**config.mk**
```make
export PLATFORM = sky130hd
export DESIGN_NAME = qspe_ctrl
export DESIGN_NICKNAME = d
export VERILOG_FILES = /design/src/design/qspe_pkg.sv /design/src/design/qspe_ctrl.sv
export SDC_FILE = /design/constraint.sdc
export NUM_CORES = 1
export LEC_CHECK = 0
export BUFFER_PORTS_ARGS = -buffer_cell sky130_fd_sc_hd__buf_4
export CORE_MARGIN = 2
export CORE_UTILIZATION = 30
export DETAILED_ROUTE_END_ITERATION = 7
export PLACE_DENSITY_LB_ADDON = 0.08
export SETUP_SLACK_MARGIN = 0.3
export SLEW_MARGIN = 0
export SYNTH_ARGS = -nofsm -noshare
export SYNTH_HDL_FRONTEND = slang
export SYNTH_SLANG_ARGS = --single-unit
```
**constraint.sdc**
```tcl
create_clock -name clk -period 3.08 [get_ports clk]
set_input_delay 0.308 -clock clk [delete_from_list [all_inputs] [get_ports clk]]
set_output_delay 0.308 -clock clk [all_outputs]
set_load 0.005 [all_outputs]
```
**src/design/qspe_pkg.sv**
```systemverilog
package qspe_pkg;

  localparam int MAX_NODES_DEF  = 1024;
  localparam int MAX_EDGES_DEF  = 4096;
  localparam int FUNC_W         = 2;
  localparam int NODE_W         = 10;
  localparam int WEIGHT_W       = 16;
  localparam int DIST_W         = 32;
  localparam int NCFG_W         = 11;
  localparam logic [NCFG_W-1:0] NODE_COUNT_RST = 11'd1024;

  localparam logic [FUNC_W-1:0] FUNC_ADD    = 2'd0;
  localparam logic [FUNC_W-1:0] FUNC_SEARCH = 2'd1;
  localparam logic [FUNC_W-1:0] FUNC_CLEAR  = 2'd2;

  typedef struct packed {
    logic [NODE_W-1:0]          a;
    logic [NODE_W-1:0]          b;
    logic signed [WEIGHT_W-1:0] w;
  } edge_t;

  typedef enum logic [3:0] {
    S_IDLE,
    S_CLEAR,
    S_SEED,
    S_POP,
    S_FETCH,
    S_CUR,
    S_EDGE_RD,
    S_EDGE_CHK,
    S_RELAX,
    S_REPORT,
    S_RESULT
  } state_t;

  typedef struct packed {
    logic add_edge;
    logic clear_edges;
    logic start;
    logic clr_step;
    logic seed;
    logic pop_rd;
    logic fetch;
    logic cur_ld;
    logic edge_rd;
    logic edge_chk;
    logic relax;
    logic rpt_rd;
    logic result_ld;
  } cmd_t;

  typedef struct packed {
    logic bad_in;
    logic clr_done;
    logic cnt_zero;
    logic idx_done;
    logic match;
    logic neg_hit;
    logic out_free;
  } stat_t;

endpackage

```
**src/design/qspe_ctrl.sv**
```systemverilog
module qspe_ctrl (
  input  logic                        clk,
  input  logic                        rst_n,
  input  logic                        in_valid,
  input  logic [qspe_pkg::FUNC_W-1:0] in_func,
  input  qspe_pkg::stat_t             stat,
  output logic                        in_ready,
  output qspe_pkg::cmd_t              cmd
);
  import qspe_pkg::*;

  state_t state_r, state_nxt;

  always_ff @(posedge clk) begin
    if (!rst_n) begin
      state_r <= S_IDLE;
    end else begin
      state_r <= state_nxt;
    end
  end

  always_comb begin
    state_nxt = state_r;
    unique case (state_r)
      S_IDLE: begin
        if (in_valid && in_func == FUNC_SEARCH) begin
          state_nxt = stat.bad_in ? S_RESULT : S_CLEAR;
        end
      end
      S_CLEAR:    if (stat.clr_done) state_nxt = S_SEED;
      S_SEED:     state_nxt = S_POP;
      S_POP:      state_nxt = stat.cnt_zero ? S_REPORT : S_FETCH;
      S_FETCH:    state_nxt = S_CUR;
      S_CUR:      state_nxt = S_EDGE_RD;
      S_EDGE_RD:  state_nxt = stat.idx_done ? S_POP : S_EDGE_CHK;
      S_EDGE_CHK: state_nxt = stat.match ? S_RELAX : S_EDGE_RD;
      S_RELAX:    state_nxt = stat.neg_hit ? S_REPORT : S_EDGE_RD;
      S_REPORT:   state_nxt = S_RESULT;
      S_RESULT:   if (stat.out_free) state_nxt = S_IDLE;
      default:    state_nxt = S_IDLE;
    endcase
  end

  always_comb begin
    cmd      = '0;
    in_ready = 1'b0;
    unique case (state_r)
      S_IDLE: begin
        in_ready        = 1'b1;
        cmd.add_edge    = in_valid && in_func == FUNC_ADD;
        cmd.clear_edges = in_valid && in_func == FUNC_CLEAR;
        cmd.start       = in_valid && in_func == FUNC_SEARCH;
      end
      S_CLEAR:    cmd.clr_step  = 1'b1;
      S_SEED:     cmd.seed      = 1'b1;
      S_POP:      cmd.pop_rd    = !stat.cnt_zero;
      S_FETCH:    cmd.fetch     = 1'b1;
      S_CUR:      cmd.cur_ld    = 1'b1;
      S_EDGE_RD:  cmd.edge_rd   = !stat.idx_done;
      S_EDGE_CHK: cmd.edge_chk  = 1'b1;
      S_RELAX:    cmd.relax     = 1'b1;
      S_REPORT:   cmd.rpt_rd    = 1'b1;
      S_RESULT:   cmd.result_ld = stat.out_free;
      default:    cmd = '0;
    endcase
  end

endmodule

```
After elaboration in Yosys (flattened, before gate mapping):

Cells that the tools add are included.

* equal/unequal tests: 15
* muxes and demuxes: 21
* reduce and logical (&&, ||, !) cells: 8

Operator list (number)
* 4-bit one-hot mux with 11 select lines: 1
* 4-bit 2-to-1 mux: 7
* 4-bit by 3-bit equality test with 1-bit output, second input constant: 4
* 4-bit equality test, second input constant: 3
* 1-bit 2-to-1 mux: 11
* 4-bit by 2-bit equality test with 1-bit output, second input constant: 2
* 3-bit 2-to-1 mux: 2
* 2-bit != test, second input constant: 3
* 4-bit by 1-bit equality test with 1-bit output, second input constant: 1
* 4-bit zero test: 1
* 1-bit logical AND: 3
* 3-bit AND reduction: 1
* 2-bit by 1-bit equality test with 1-bit output, second input constant: 1
* 2-bit equality test, second input constant: 1
* 1-bit zero test: 2
* 2-bit zero test: 1

* bits in registers: 4
* input bits: 12
* output and inout port bits: 14
* logic and storage cells: 45

Logic depth before layout (Yosys ltp):

* depth after elaboration: 4
* gate-level depth with buffers: 7
* gate-level depth less buffers: 6

Least setup slack after synthesis:

Ideal clock, no wire load.

* path kind: register to register
* start point: register state_r[1]
* end point: register state_r[1]
* library setup time: 115 ps
* arrival time: 1241 ps
* data required time: 2965 ps
* path slack: 1724 ps
* stages on the path, launching flop included: 5
* path buffers: 0
* period minus slack after synthesis: 1356 ps
* path through: dfxtp_1 -> or4b_1 -> a21oi_2 -> a211oi_1 -> o21a_1

* cells in the longest elaborated chain, start to end: 3
* elaborated cells between the ends (all ways): 16
* those cells by class: eq/ne (13); mux (1); reduce/logical (2)

RTL lines
* start: declaration: line qspe_ctrl.sv:12 `state_t state_r, state_nxt;`
* start signal: assignment: line qspe_ctrl.sv:18 `state_r <= state_nxt;`
* 4-bit by 1-bit equality test with 1-bit output, or another cell as far along: line qspe_ctrl.sv:24 `unique case (state_r)`
* 2-bit != test (no line)
* 3-bit AND reduction (no line)

Several ways; a longest one is shown, not always the timed one.
A chain may end at the register's enable or synchronous reset.

==> flow_metrics.env <==
export IMPL_status="completed"
export IMPL_area_growth_pct=39.7
export IMPL_grt_start_max_net_pins=16
export IMPL_drcViolationCount=0
export IMPL_wl_per_cell_um=12.1
export IMPL_cts_resized=0
export IMPL_finalCritPeriodShare=0.585
export IMPL_dr_first_iter_drc_count=20
export IMPL_regMostFlops="state_r"
export IMPL_p_leak_nw=0.306
export IMPL_intPower_uw=281
export IMPL_track_usage=0.150
export IMPL_arrival_ns=1.49
export IMPL_post_cts_buffers=0
export IMPL_ys_seq_area_frac=0.158
export IMPL_worstHoldStart="rst_n"
export IMPL_drt_first_pass_iters=4
export IMPL_grt_pass1_vias=536
export IMPL_place_hpwl_um=1020
export IMPL_worstPathMaxFanout=11
export IMPL_finClkSkew_ns=0.00273
export IMPL_synth_fp_nets=79
export IMPL_power_frac_clock=0.122
export IMPL_yosysWarnings=0
export IMPL_ant_nets=0
export IMPL_synth_main_ff_cell="dfxtp_1"
export IMPL_tns_ns=0
export IMPL_grt_antenna_before_repair=0
export IMPL_ff2ff_path_depth=4
export IMPL_cts_tree="done"
export IMPL_initial_core_util=0.330
export IMPL_ys_types=37
export IMPL_fmax_mhz=555
export IMPL_setup_worst_path_start_class="flop"
export IMPL_min_path_cells=3
export IMPL_fp_dieW_um=45.2
export IMPL_antenna_cells=0
export IMPL_place_inst=104
export IMPL_switching_power_uw=225
export IMPL_clock_latency_ns=0.23
export IMPL_syn_area_um2=508
export IMPL_slew_headroom=0.651
export IMPL_cts_made_buffers=3
export IMPL_final_common_cell="buf_4"
export IMPL_die_h_um=45.2
export IMPL_numPortBuffers=25
export IMPL_setup_violations=0
export IMPL_synth_edf_count=0
export IMPL_routed_wl_um=1290
export IMPL_r2r_start="state_r[2]$_SDFFE_PN0P_"
export IMPL_nets=105
export IMPL_nFillCells=167
export IMPL_layout_common_cells="25 x buf_4, 7 x nor2_1, 5 x nor3_1, 4 x nand2_1, 4 x dfxtp_1"
export IMPL_max_cap_viol_count=0
export IMPL_drv_slew=0
export IMPL_reg_largest_list="state_r: 4 flops"
export IMPL_hold_viol_final=0
export IMPL_holdWs_ns=0.309
export IMPL_largest_register_ffs=4
export IMPL_dieArea_um2=2040
export IMPL_hp_class="in2reg"
export IMPL_syn_area_per_cell_um2=7.58
export IMPL_syn_inst=67
export IMPL_swShare=0.444
export IMPL_cts_max_path_buffers=2
export IMPL_clockRootBuffer="clkbuf_4"
export IMPL_post_drt_via_cell_ratio=5.20
export IMPL_seq_power_share=0.253
export IMPL_io_pins=26
export IMPL_async_flop_share=0
export IMPL_pwr_density_cell_nw_per_um2=713
export IMPL_rsz0062_at_grt="false"
export IMPL_reg2reg_to="state_r[3]$_SDFFE_PN0P_"
export IMPL_clock_sinks=4
export IMPL_period_minus_slack_ns=1.80
export IMPL_r2r_slack_ns=1.35
export IMPL_synth_seq_cells=4
export IMPL_gp_congestion=0.778
export IMPL_core_area_um2=1540
export IMPL_grt_ovfl_total=0
export IMPL_grt_pass1_wl_um=2280
export IMPL_hold_end="state_r[3]$_SDFFE_PN0P_"
export IMPL_worst_setup_path_end_kind="output pin"
export IMPL_required_ns=2.77
export IMPL_worst_pin_slew_ns=0.523
export IMPL_ir_drop_uv=339
export IMPL_fin_cells=107
export IMPL_clkTransAtPathRegs_ns=0.04
export IMPL_cts_htree_levels=1
export IMPL_crit_type="reg2out"
export IMPL_cts_hold_buf=0
export IMPL_layout_drive_gt1_share=0.396
export IMPL_row_count=14
export IMPL_p_comb_frac=0.624
export IMPL_vias=556
export IMPL_post_route_util=0.460
[logic make-up after synthesis]
logic type | share of synthesized area
simple gates | 0.468
flops | 0.158
buf+inv | 0.0936
compound gates | 0.281
[metrics by stage]
step / setup slack [ns] / power, mW / cell area [um2]
final: 1.28 / 0.506 / 709
after global routing: 1.13 / 0.560 / 709
after CTS: 1.27 / 0.515 / 709
after detailed placement: 1.33 / 0.448 / 687
after global placement: 1.32 / 0.450 / 687
after floorplan: 1.72 / 0.350 / 508
[area by class of cell]
class / instances / area (um2) / share of cell area
sequential: 4 / 80.1 / 0.113
tap: 16 / 20.0 / 0.0282
inverter: 5 / 18.8 / 0.0265
clock buffer: 3 / 22.5 / 0.0317
timing repair buffer: 25 / 188 / 0.265
multi-input combinational: 54 / 380 / 0.536
[worst max-delay path, stage by stage, from the launching register on]
cell	delay [ns]
dfxtp_1	0.55
or2b_1	0.36
nor3_1	0.21
buf_4	0.14
[metal layers]
layer | GRT usage | wire (um)
met1 | 0.208 | 639
met2 | 0.226 | 578
met3 | 0.0360 | 75
met4 | 0.0529 | 0
met5 | 0 | 0
[synthesized netlist by cell type, drive strengths merged, types with 2 or more instances]
cell type / number / share of area
dfxtp: 4 / 0.16
a211o: 2 / 0.034
nor2: 8 / 0.064
o211ai: 2 / 0.030
o21a: 2 / 0.030
nand4bb: 2 / 0.044
nor3b: 2 / 0.030
nand2b: 4 / 0.064
nor2b: 2 / 0.025
a21oi: 3 / 0.037
buf: 4 / 0.057
nand2: 4 / 0.030
nor3: 5 / 0.049
nand3b: 2 / 0.030
inv: 5 / 0.037
[power groups by stage]
| stage | logic (mW) | registers (mW) | clock network [mW] |
|---|---|---|---|
| after floorplan | 0.267 | 0.0830 | 0 |
| after global placement | 0.324 | 0.126 | 0 |
| after detailed placement | 0.320 | 0.128 | 0 |
| after CTS | 0.322 | 0.127 | 0.0659 |
| after global routing | 0.355 | 0.134 | 0.0714 |
| final | 0.316 | 0.128 | 0.0619 |
[worst max path at each step]
stage / startpoint / to / slack, ns / cells past startpoint
after CTS: state_r[2]$_SDFFE_PN0P_ / cmd[4] / 1.27 / 3
after global routing: state_r[2]$_SDFFE_PN0P_ / cmd[4] / 1.13 / 3
after floorplan: state_r[1]$_SDFFE_PN0P_ / state_r[1]$_SDFFE_PN0P_ / 1.72 / 4
final: state_r[2]$_SDFFE_PN0P_ / cmd[4] / 1.28 / 3
after global placement: state_r[2]$_SDFFE_PN0P_ / state_r[3]$_SDFFE_PN0P_ / 1.32 / 4
after detailed placement: state_r[2]$_SDFFE_PN0P_ / state_r[3]$_SDFFE_PN0P_ / 1.33 / 4
Power figures use the tool's default switching activity.
